<file path="config.mk">
export PLATFORM = sky130hd
export DESIGN_NAME = ipv4_l4_packet_classifier_unit
export DESIGN_NICKNAME = d
export VERILOG_FILES = /design/src/sv/l4pc_pkg.sv /design/src/sv/ipv4_l4_packet_classifier_unit.sv
export SDC_FILE = /design/constraint.sdc
export NUM_CORES = 1
export LEC_CHECK = 0
export ABC_AREA = 1
export BUFFER_PORTS_ARGS = -buffer_cell sky130_fd_sc_hd__clkbuf_2
export CAP_MARGIN = 20
export CORE_ASPECT_RATIO = 1.75
export CORE_MARGIN = 2
export CORE_UTILIZATION = 35
export DETAILED_ROUTE_END_ITERATION = 10
export PLACE_DENSITY = 0.57
export SLEW_MARGIN = 10
export SYNTH_ARGS = -nofsm -noshare
export SYNTH_HDL_FRONTEND = slang
export SYNTH_SLANG_ARGS = --single-unit
</file>
<file path="constraint.sdc">
create_clock -name clk -period 8.86 [get_ports clk]
set_input_delay 1.772 -clock clk [delete_from_list [all_inputs] [get_ports clk]]
set_output_delay 1.772 -clock clk [all_outputs]
set_load 0.02 [all_outputs]
</file>
<file path="src/sv/l4pc_pkg.sv">
`timescale 1ns / 1ps

package l4pc_pkg;

  localparam int COUNT_W    = 17;
  localparam int MAX_PACKET = 65536;
  localparam int HDR_BYTES  = 20;
  localparam int PAY_BYTES  = 8;

  localparam logic [15:0] TLS_PORT_RESET = 16'd443;

  localparam logic [7:0] PROTO_TCP = 8'd6;
  localparam logic [7:0] PROTO_UDP = 8'd17;

  localparam logic [7:0] TLS_HANDSHAKE = 8'h16;
  localparam logic [7:0] TLS_MAJOR     = 8'h03;
  localparam logic [7:0] TLS_MINOR_MAX = 8'h04;

  localparam logic [1:0] CLASS_TCP   = 2'd0;
  localparam logic [1:0] CLASS_UDP   = 2'd1;
  localparam logic [1:0] CLASS_HTTP  = 2'd2;
  localparam logic [1:0] CLASS_HTTPS = 2'd3;

  localparam int HTTP_PREFIXES = 10;

  typedef struct packed {
    logic [7:0] data_byte;
    logic       last;
  } pkt_item_t;

  typedef struct packed {
    logic [1:0]         packet_class;
    logic [31:0]        src_addr;
    logic [31:0]        dst_addr;
    logic [15:0]        src_port;
    logic [15:0]        dst_port;
    logic [COUNT_W-1:0] payload_length;
  } res_item_t;

  // first character in the top byte, unused bytes zero
  function automatic logic [63:0] http_prefix(input logic [3:0] idx);
    logic [63:0] text;
    case (idx)
      4'd0:    text = 64'h4745_5420_0000_0000;
      4'd1:    text = 64'h504F_5354_2000_0000;
      4'd2:    text = 64'h5055_5420_0000_0000;
      4'd3:    text = 64'h4445_4C45_5445_2000;
      4'd4:    text = 64'h4845_4144_2000_0000;
      4'd5:    text = 64'h4F50_5449_4F4E_5320;
      4'd6:    text = 64'h5452_4143_4520_0000;
      4'd7:    text = 64'h434F_4E4E_4543_5420;
      4'd8:    text = 64'h5041_5443_4820_0000;
      4'd9:    text = 64'h4854_5450_2F31_2E00;
      default: text = 64'h0;
    endcase
    return text;
  endfunction

  function automatic logic [3:0] http_prefix_len(input logic [3:0] idx);
    logic [3:0] n;
    case (idx)
      4'd0:    n = 4'd4;
      4'd1:    n = 4'd5;
      4'd2:    n = 4'd4;
      4'd3:    n = 4'd7;
      4'd4:    n = 4'd5;
      4'd5:    n = 4'd8;
      4'd6:    n = 4'd6;
      4'd7:    n = 4'd8;
      4'd8:    n = 4'd6;
      4'd9:    n = 4'd7;
      default: n = 4'd0;
    endcase
    return n;
  endfunction

endpackage

</file>
<file path="src/sv/ipv4_l4_packet_classifier_unit.sv">
`timescale 1ns / 1ps

// Classifies raw IPv4 packets fed one byte per transaction on pkt, with last
// marking the final byte. One byte is accepted every cycle while pkt_stall is
// low; header fields, transport ports and the first eight payload bytes are
// captured as the bytes stream past, so nothing is stored beyond them. The
// last byte sets pkt_len and cls_pend; the classification is then formed from
// the captured fields and lands in the output register, offered on res.
// TCP and UDP packets give one result (TCP, UDP, HTTP or HTTPS); short
// packets and other protocols give none. pkt_stall rises only while a
// finished result is stalled in the output register and the next packet's
// classification is also waiting. tls_port may be written through cfg at any
// time the block is idle; cfg_ready is always high.
module ipv4_l4_packet_classifier_unit (
  input  logic                clk,
  input  logic                rst,
  input  logic                pkt_valid,
  output logic                pkt_stall,
  input  l4pc_pkg::pkt_item_t pkt,
  output logic                res_valid,
  input  logic                res_stall,
  output l4pc_pkg::res_item_t res,
  input  logic                cfg_valid,
  output logic                cfg_ready,
  input  logic [15:0]         cfg_data
);

  logic [l4pc_pkg::COUNT_W-1:0] byte_count;
  logic [l4pc_pkg::COUNT_W-1:0] byte_count_next;
  logic [l4pc_pkg::COUNT_W-1:0] count_inc;
  logic [l4pc_pkg::COUNT_W-1:0] pkt_len;
  logic [15:0]                  tls_port;
  logic [3:0]                   ihl;
  logic [7:0]                   proto;
  logic [31:0]                  src_addr;
  logic [31:0]                  dst_addr;
  logic [7:0]                   hdr [l4pc_pkg::HDR_BYTES];
  logic [7:0]                   cap [l4pc_pkg::PAY_BYTES];
  logic                         cls_pend;

  logic       accept;
  logic       adv;
  logic       head;
  logic [6:0] pos;
  logic [3:0] ihl_cur;
  logic [6:0] hdr_base;
  logic [6:0] hdr_rel;
  logic       hdr_hit;
  logic [6:0] cap_rel;
  logic       cap_hit;

  logic [5:0]                   ip_len;
  logic [3:0]                   doff;
  logic [6:0]                   poff;
  logic [7:0]                   pay [l4pc_pkg::PAY_BYTES];
  logic [15:0]                  sport;
  logic [15:0]                  dport;
  logic [l4pc_pkg::COUNT_W-1:0] tcp_plen;
  logic [l4pc_pkg::COUNT_W-1:0] udp_plen;
  logic                         base_ok;
  logic                         tcp_ok;
  logic                         udp_ok;
  logic                         tls_hit;
  logic                         http_hit;
  l4pc_pkg::res_item_t          res_next;

  assign cfg_ready = 1'b1;
  assign adv       = !res_valid || !res_stall;
  assign pkt_stall = cls_pend && !adv;
  assign accept    = pkt_valid && !pkt_stall;

  assign head = (byte_count[l4pc_pkg::COUNT_W-1:7] == '0);
  assign pos  = byte_count[6:0];

  always_comb begin
    if (byte_count < l4pc_pkg::COUNT_W'(l4pc_pkg::MAX_PACKET)) begin
      count_inc = byte_count + l4pc_pkg::COUNT_W'(1);
    end else begin
      count_inc = byte_count;
    end
    byte_count_next = pkt.last ? '0 : count_inc;
  end

  // transport header window, relative to 4*IHL of this packet
  assign ihl_cur  = (pos == 7'd0) ? pkt.data_byte[3:0] : ihl;
  assign hdr_base = {1'b0, ihl_cur, 2'b00};
  assign hdr_rel  = pos - hdr_base;
  assign hdr_hit  = head && (pos >= hdr_base) &&
                    (hdr_rel < 7'(l4pc_pkg::HDR_BYTES));

  assign ip_len = {ihl, 2'b00};
  assign doff   = hdr[12][7:4];
  assign poff   = {1'b0, ip_len} + {1'b0, doff, 2'b00};

  // payload captured from its start when the data offset is four or more words
  assign cap_rel = pos - poff;
  assign cap_hit = head && (doff[3:2] != 2'b00) && (pos >= poff) &&
                   (cap_rel < 7'(l4pc_pkg::PAY_BYTES));

  always_ff @(posedge clk) begin
    if (rst) begin
      byte_count <= '0;
      cls_pend   <= 1'b0;
      tls_port   <= l4pc_pkg::TLS_PORT_RESET;
    end else begin
      if (cfg_valid) begin
        tls_port <= cfg_data;
      end
      if (accept) begin
        byte_count <= byte_count_next;
      end
      if (accept && pkt.last) begin
        cls_pend <= 1'b1;
      end else if (adv) begin
        cls_pend <= 1'b0;
      end
    end
  end

  always_ff @(posedge clk) begin
    if (accept) begin
      if (head) begin
        case (pos)
          7'd0:    ihl <= pkt.data_byte[3:0];
          7'd9:    proto <= pkt.data_byte;
          7'd12:   src_addr[31:24] <= pkt.data_byte;
          7'd13:   src_addr[23:16] <= pkt.data_byte;
          7'd14:   src_addr[15:8] <= pkt.data_byte;
          7'd15:   src_addr[7:0] <= pkt.data_byte;
          7'd16:   dst_addr[31:24] <= pkt.data_byte;
          7'd17:   dst_addr[23:16] <= pkt.data_byte;
          7'd18:   dst_addr[15:8] <= pkt.data_byte;
          7'd19:   dst_addr[7:0] <= pkt.data_byte;
          default: ;
        endcase
      end
      if (hdr_hit) begin
        hdr[hdr_rel[4:0]] <= pkt.data_byte;
      end
      if (cap_hit) begin
        cap[cap_rel[2:0]] <= pkt.data_byte;
      end
      if (pkt.last) begin
        pkt_len <= count_inc;
      end
    end
  end

  // short data offsets put the payload start inside the captured window
  always_comb begin
    for (int i = 0; i < l4pc_pkg::PAY_BYTES; i++) begin
      case (doff)
        4'd0:    pay[i] = hdr[i];
        4'd1:    pay[i] = hdr[i + 4];
        4'd2:    pay[i] = hdr[i + 8];
        4'd3:    pay[i] = hdr[i + 12];
        default: pay[i] = cap[i];
      endcase
    end
  end

  assign sport = {hdr[0], hdr[1]};
  assign dport = {hdr[2], hdr[3]};

  assign tcp_plen = pkt_len - l4pc_pkg::COUNT_W'(poff);
  assign udp_plen = pkt_len - l4pc_pkg::COUNT_W'(ip_len) - l4pc_pkg::COUNT_W'(8);

  assign base_ok = (pkt_len >= l4pc_pkg::COUNT_W'(20)) &&
                   (pkt_len >= l4pc_pkg::COUNT_W'(ip_len));
  assign tcp_ok  = base_ok && (proto == l4pc_pkg::PROTO_TCP) &&
                   (pkt_len >= l4pc_pkg::COUNT_W'(ip_len) + l4pc_pkg::COUNT_W'(20)) &&
                   (pkt_len > l4pc_pkg::COUNT_W'(poff));
  assign udp_ok  = base_ok && (proto == l4pc_pkg::PROTO_UDP) &&
                   (pkt_len >= l4pc_pkg::COUNT_W'(ip_len) + l4pc_pkg::COUNT_W'(8));

  assign tls_hit = ((sport == tls_port) || (dport == tls_port)) &&
                   (tcp_plen >= l4pc_pkg::COUNT_W'(5)) &&
                   (pay[0] == l4pc_pkg::TLS_HANDSHAKE) &&
                   (pay[1] == l4pc_pkg::TLS_MAJOR) &&
                   (pay[2] <= l4pc_pkg::TLS_MINOR_MAX);

  always_comb begin
    logic [63:0] text;
    logic [3:0]  n;
    logic        same;
    http_hit = 1'b0;
    for (int k = 0; k < l4pc_pkg::HTTP_PREFIXES; k++) begin
      text = l4pc_pkg::http_prefix(4'(k));
      n    = l4pc_pkg::http_prefix_len(4'(k));
      same = (tcp_plen >= l4pc_pkg::COUNT_W'(n));
      for (int j = 0; j < l4pc_pkg::PAY_BYTES; j++) begin
        if ((4'(j) < n) && (pay[j] != text[63 - 8*j -: 8])) begin
          same = 1'b0;
        end
      end
      http_hit = http_hit | same;
    end
  end

  always_comb begin
    res_next.src_addr = src_addr;
    res_next.dst_addr = dst_addr;
    res_next.src_port = sport;
    res_next.dst_port = dport;
    if (proto == l4pc_pkg::PROTO_UDP) begin
      res_next.packet_class   = l4pc_pkg::CLASS_UDP;
      res_next.payload_length = udp_plen;
    end else begin
      res_next.payload_length = tcp_plen;
      if (tls_hit) begin
        res_next.packet_class = l4pc_pkg::CLASS_HTTPS;
      end else if (http_hit) begin
        res_next.packet_class = l4pc_pkg::CLASS_HTTP;
      end else begin
        res_next.packet_class = l4pc_pkg::CLASS_TCP;
      end
    end
  end

  always_ff @(posedge clk) begin
    if (rst) begin
      res_valid <= 1'b0;
    end else if (adv) begin
      res_valid <= cls_pend && (tcp_ok || udp_ok);
    end
  end

  always_ff @(posedge clk) begin
    if (adv && cls_pend) begin
      res <= res_next;
    end
  end

endmodule
</file>
After elaboration in Yosys (flattened, before gate mapping) --
Memory sizes are Yosys's and may differ from the RTL's. Index checks and enable logic that the tools add are counted.
Word-level totals: flip-flop bits (word level) 243, RAM bits 224, input bits 30, output and inout port bits 118, memories kept 2
Operators by class: add/sub/neg operators 9, order comparisons 16, equal/unequal tests 61, mux-type cells 82, bitwise gates (word level) 9, reduce and logical (&&, ||, !) cells 44
Memory list:
- hdr | words 20, bits a word 8, rd ports 20, clocked after Yosys merged registers in 0, write ports 1, line ipv4_l4_packet_classifier_unit.sv:37 | logic [7:0] hdr [l4pc_pkg::HDR_BYTES];
- cap | words 8, bits a word 8, rd ports 8, clocked after Yosys merged registers in 0, write ports 1, line ipv4_l4_packet_classifier_unit.sv:38 | logic [7:0] cap [l4pc_pkg::PAY_BYTES];
Operator list (number):
- $ne 8x7->1 const B | 35
- $pmux 8 s4 | 8
- $ge 17x3->1 const B | 4
- $mux 1 | 68
- $ne 8x6->1 const B | 8
- $mux 17 | 3
- $eq 7x4->1 const B | 5
- $ge 17x7->1 | 2
- $eq 16x16->1 | 2
- $eq 7x5->1 const B | 4
- $reduce_and 3->1 | 9
- $logic_and 1x1->1 | 20
- $add 17x1->17 const B | 1
- $ge 17x4->1 const B | 1
- $ge 17x5->1 const B | 1
- $ge 17x6->1 | 1
- $gt 17x7->1 | 1
- $lt 17x17->1 const B | 1
- $sub 17x4->17 const B | 1
- $sub 17x6->17 | 1
- $sub 17x7->17 | 1
- $eq 8x5->1 const B | 2
- $logic_not 10->1 | 1
- $or 1x1->1 | 9
- other kinds (23) | 32

Longest topological paths before layout --
An unclocked memory read counts as a cell.
depth after elaboration 20, depth in mapped cells 24, mapped depth without buffers 24

Least setup slack after synthesis --
OpenSTA, ideal clock, no wires.
path kind input -> register, from input port res_stall, to register res[0] in the netlist's numbering (enable), data arrival time 7335 ps, data required time 8233 ps, path slack 899 ps, stages 1, buffers on the path 0, cell sequence a21oi_1
Between the ends: longest elaborated chain between the ends 3
Ends and longest elaborated chain:
- start, declared | line ipv4_l4_packet_classifier_unit.sv:21 | input logic res_stall,
- $logic_not 1->1 | line ipv4_l4_packet_classifier_unit.sv:68 | assign adv = !res_valid || !res_stall;
- $logic_or 1x1->1 | line ipv4_l4_packet_classifier_unit.sv:68
- $logic_and 1x1->1 | line ipv4_l4_packet_classifier_unit.sv:229 | if (adv && cls_pend) begin
- end signal, assigned | line ipv4_l4_packet_classifier_unit.sv:230 | res <= res_next;
- end, declared | line ipv4_l4_packet_classifier_unit.sv:22 | output l4pc_pkg::res_item_t res,
No other way between the ends. A chain may end at the register's enable or synchronous reset.

Worst setup path in the final report --
from input port pkt[1] in the netlist's numbering, to memory hdr[12][0] (enable)
Between the ends: longest elaborated chain between the ends 7, elaborated cells on any way between the ends 9, those cells by class 1 x add/sub; 2 x order compare; 4 x mux; 2 x reduce/logical
Ends and longest elaborated chain:
- start, declared | line ipv4_l4_packet_classifier_unit.sv:19 | input l4pc_pkg::pkt_item_t pkt,
- $mux 4 *
- net ihl_cur[0] | line ipv4_l4_packet_classifier_unit.sv:45 | logic [3:0] ihl_cur;
- $sub 7x6->7 or $ge 7x6->1 (tied branches) | line ipv4_l4_packet_classifier_unit.sv:87, ipv4_l4_packet_classifier_unit.sv:88
- $lt 7x5->1 or $logic_and 1x1->1 (tied branches) | line ipv4_l4_packet_classifier_unit.sv:89, ipv4_l4_packet_classifier_unit.sv:88
- $logic_and 1x1->1 | line ipv4_l4_packet_classifier_unit.sv:88 | assign hdr_hit = head && (pos >= hdr_base) &&
- $mux 1 | line ipv4_l4_packet_classifier_unit.sv:137 | if (hdr_hit) begin
- $mux 1 | line ipv4_l4_packet_classifier_unit.sv:121 | if (accept) begin
- $mux 1 (implied by the code) | line ipv4_l4_packet_classifier_unit.sv:138 | hdr[hdr_rel[4:0]] <= pkt.data_byte;
- end, declared | line ipv4_l4_packet_classifier_unit.sv:37
The timed path passes the listed nets; every way through them passes the cells marked *.

==> flow_summary_export.csv <==
group,metric,value,unit
synth,syn_area_per_cell,11.2,um^2
worst_setup_path,crit_path_start_kind,"primary input",
worst_setup_path,crit_start,"pkt[1]",
worst_setup_path,worst_ep_required_time,9.06,ns
worst_hold_path,hold_class,"register to register",
timing,setup_viol,0,
run_status,status,"finished clean",
power,ir_drop,0.000131,V
layout,multi_input_area,5850,um^2
clocking,clkSlewWorstSetupHoldPaths,0.07,ns
global_route,grt_max_degree,116,
layout,seq_area,13700,um^2
synth,syn_nets,1902,
floorplanning,core_area,57800,um^2
timing,finalHoldViolCount,0,
timing,fmax,0.195,GHz
clocking,numCtsBuffers,43,
global_route,grt_pass1_wl,90.4,mm
synth,ys.flop_type,"edfxtp_1",
global_route,grt_antenna_before_repair,0,
synth,ys_async_sr_fraction,0,%
synth,seq_area_frac_synth,67.1,%
floorplanning,io_pins,148,
timing,tightest_slew,1.08,ns
clocking,cts_tree,"yes",
layout,nNetsFinal,2079,
worst_setup_path,crit_arrival,5.34,ns
floorplanning,rows,117,
power,p_leak,8.67,nW
placed_design,dp_hpwl,44.7,mm
timing,post-route-period-util,58.0,%
floorplanning,die_area,60300,um^2
timing,drv_slew,0,
floorplanning,die_w,186,um
routing,route.detailed.drc,0,
clocking,ctsHtreeMaxLevel,2,
layout,diodes,0,
synth,ys_ff_latch,467,
worst_setup_path,worst-r2r-cell-count,16,
synth,netlist_instances,1824,
placed_design,numPortBuffers,146,
synth,yosysUniqueCellTypes,51,
routing,drt_iter0_drc,1012,
global_route,overflow,0,
worst_setup_path,r2r_setup_slack,4.15,ns
power,p_per_area,193,nW/um^2
floorplanning,initial_core_util,35.3,%
global_route,grt_use_total,20.2,%
clocking,cts_hold_buf,0,
worst_setup_path,worstReg2RegEnd,"hdr[12][0]",
worst_setup_path,critical_path_class,"primary input to register",
floorplanning,die_y,323,um
layout,fin_cells,2808,
timing,final.setup.tns,0,ns
flow_run,max_cap_violations,0,
clocking,cts_resized,0,
layout,n_fill_cell,5543,
routing,vias,14300,
worst_setup_path,endpoint,"hdr[12][0]",
timing,final.setup_skew,0.0432,ns
routing,wl_per_cell,21.9,um
routing,wl,61.5,mm
clocking,clock_path_buffers,3,
layout,syn_to_final_growth,15.3,%
clocking,clock_sinks,467,
routing,postRouteAntennaNets,0,
layout,drive_gt1_share,13.6,%
routing,first_pass_iters,5,
worst_setup_path,crit_fanout,38,
global_route,grt_pass1_vias,14400,
timing,rsz0062_at_grt,"false",
clocking,clk_latency,0.59,ns
placed_design,dp_cells,2726,
worst_setup_path,reg2reg_from,"byte_count[1]",
clocking,clk_root_buffer_cell,"clkbuf_16",
worst_setup_path,crit_path_end_kind,"register",
synth,synth_edf_count,432,
synth,synth_area,20400,um^2
placed_design,gp_congestion,0.961,
clocking,cts_setup_buffers,0,
routing,vias_per_cell,5.08,
timing,timing.slew.headroom,27.6,%
synth,synth_warnings,0,
timing,min_period,5.14,ns
[per-layer routing]
layer / vias up / part of all wire (%) / GRT usage, %
li1: 6706 / - / -
met1: 6796 / 35 / 20.7
met2: 579 / 53 / 38.3
met3: 172 / 5.3 / 2.50
met4: 0 / 7.4 / 13.9
met5: - / 0 / 0
[cell type report]
| cell class | instances | share of cell area (%) |
|---|---|---|
| timing repair buffer | 171 | 3.91 |
| tap | 773 | 4.11 |
| clock buffer | 57 | 5.02 |
| multi-input combinational | 1131 | 24.9 |
| sequential | 467 | 58.2 |
| clock inverter | 22 | 0.942 |
| inverter | 187 | 2.99 |
[logic make-up (layout without fill, tap and decap cells)]
family          count (synthesis)  after routing  synth area share (%)
xor+xnor                       51             51                  2.19
fa+ha+maj                      48             48                  3.09
buf+inv                       226            437                  4.33
other cells                     1              1                0.0184
flops                         467            467                  67.1
compound gates                232            232                  6.37
mux                             2              2                0.0982
simple gates                  797            797                  16.8
[cell usage after synthesis, types with 15 or more instances]
library cell  instances  share of area, %
edfxtp_1            432                64
nand2_1             398               7.3
inv_1               175               3.2
nor2_1              173               3.2
nand3_1              95               2.3
a21oi_1              82               2.0
o21ai_0              79               1.9
ha_1                 44               2.7
nor3_1               41               1.0
nand4_1              39               1.2
xor2_1               37               1.6
dfxtp_1              35               3.4
clkbuf_1             20              0.37
o21ai_1              19              0.47
nor4_1               16              0.49
buf_2                15              0.37
[stage by stage]
step                      hold slack, ns  worst slack, ns  instance area (um^2)  total power, mW  util, %
final                              0.417             3.72                 23500             4.55     40.7
after global routing               0.421             3.54                 23500             4.69     40.7
after CTS                          0.419             3.82                 23500             4.59     40.6
after detailed placement           0.405             3.24                 22100             2.74     38.2
after global placement             0.401             3.19                 22100             2.74     38.2
after floorplan                    0.400            0.899                 20400             2.63        -
[placed cells by master, fill, tap and decap left out, types with 14 or more instances in the layout]
| master | Yosys | final |
|---|---|---|
| inv_1 | 175 | 175 |
| dfxtp_1 | 35 | 35 |
| o21ai_0 | 79 | 78 |
| buf_4 | 4 | 19 |
| nor2_1 | 173 | 173 |
| o22ai_1 | 14 | 14 |
| edfxtp_1 | 432 | 432 |
| nand3_1 | 95 | 95 |
| clkbuf_16 | 0 | 44 |
| xnor2_1 | 14 | 14 |
| nor3_1 | 41 | 41 |
| nor4_1 | 16 | 15 |
| nand4_1 | 39 | 39 |
| a21oi_1 | 82 | 81 |
| ha_1 | 44 | 44 |
| o21ai_1 | 19 | 20 |
| xor2_1 | 37 | 37 |
| nand2_1 | 398 | 398 |
| clkbuf_2 | 0 | 147 |
[state kept, by name, summed over array words and instances (netlist names)]
register,cells
byte_count,17
cap,64
cls_pend,1
dst_addr,32
hdr,160
ihl,4
pkt_len,17
proto,8
res,115
res_valid,1
src_addr,32
tls_port,16
[where the power goes]
group	switching [mW]	internal (mW)
clock	0.820	1.04
combinational	0.180	0.0679
sequential	0.0183	2.43
total	1.02	3.53
[how the worst min path moves through the flow]
stage,start,to,slack [ns],cells past startpoint
3_5_place_dp,src_addr[28],res[109],0.40,0
2_1_floorplan,src_addr[19],res[100],0.40,0
4_1_cts,src_addr[28],res[109],0.42,0
3_3_place_gp,src_addr[13],res[94],0.40,0
6_report,src_addr[3],res[84],0.42,0
5_1_grt,src_addr[7],res[88],0.42,0
[critical path: stages]
cell	delay, ns
clkbuf_2	0.08
buf_4	0.47
nor2_1	0.11
a21oi_1	0.21
ha_1	0.20
inv_1	0.05
fa_1	0.39
nand3_1	0.09
nand2_1	0.07
xor2_1	0.15
a21oi_1	0.14
o211ai_1	0.10
a21oi_1	0.43
nand2_1	0.33
nor2_1	0.70
Power figures use the tool's default switching activity.
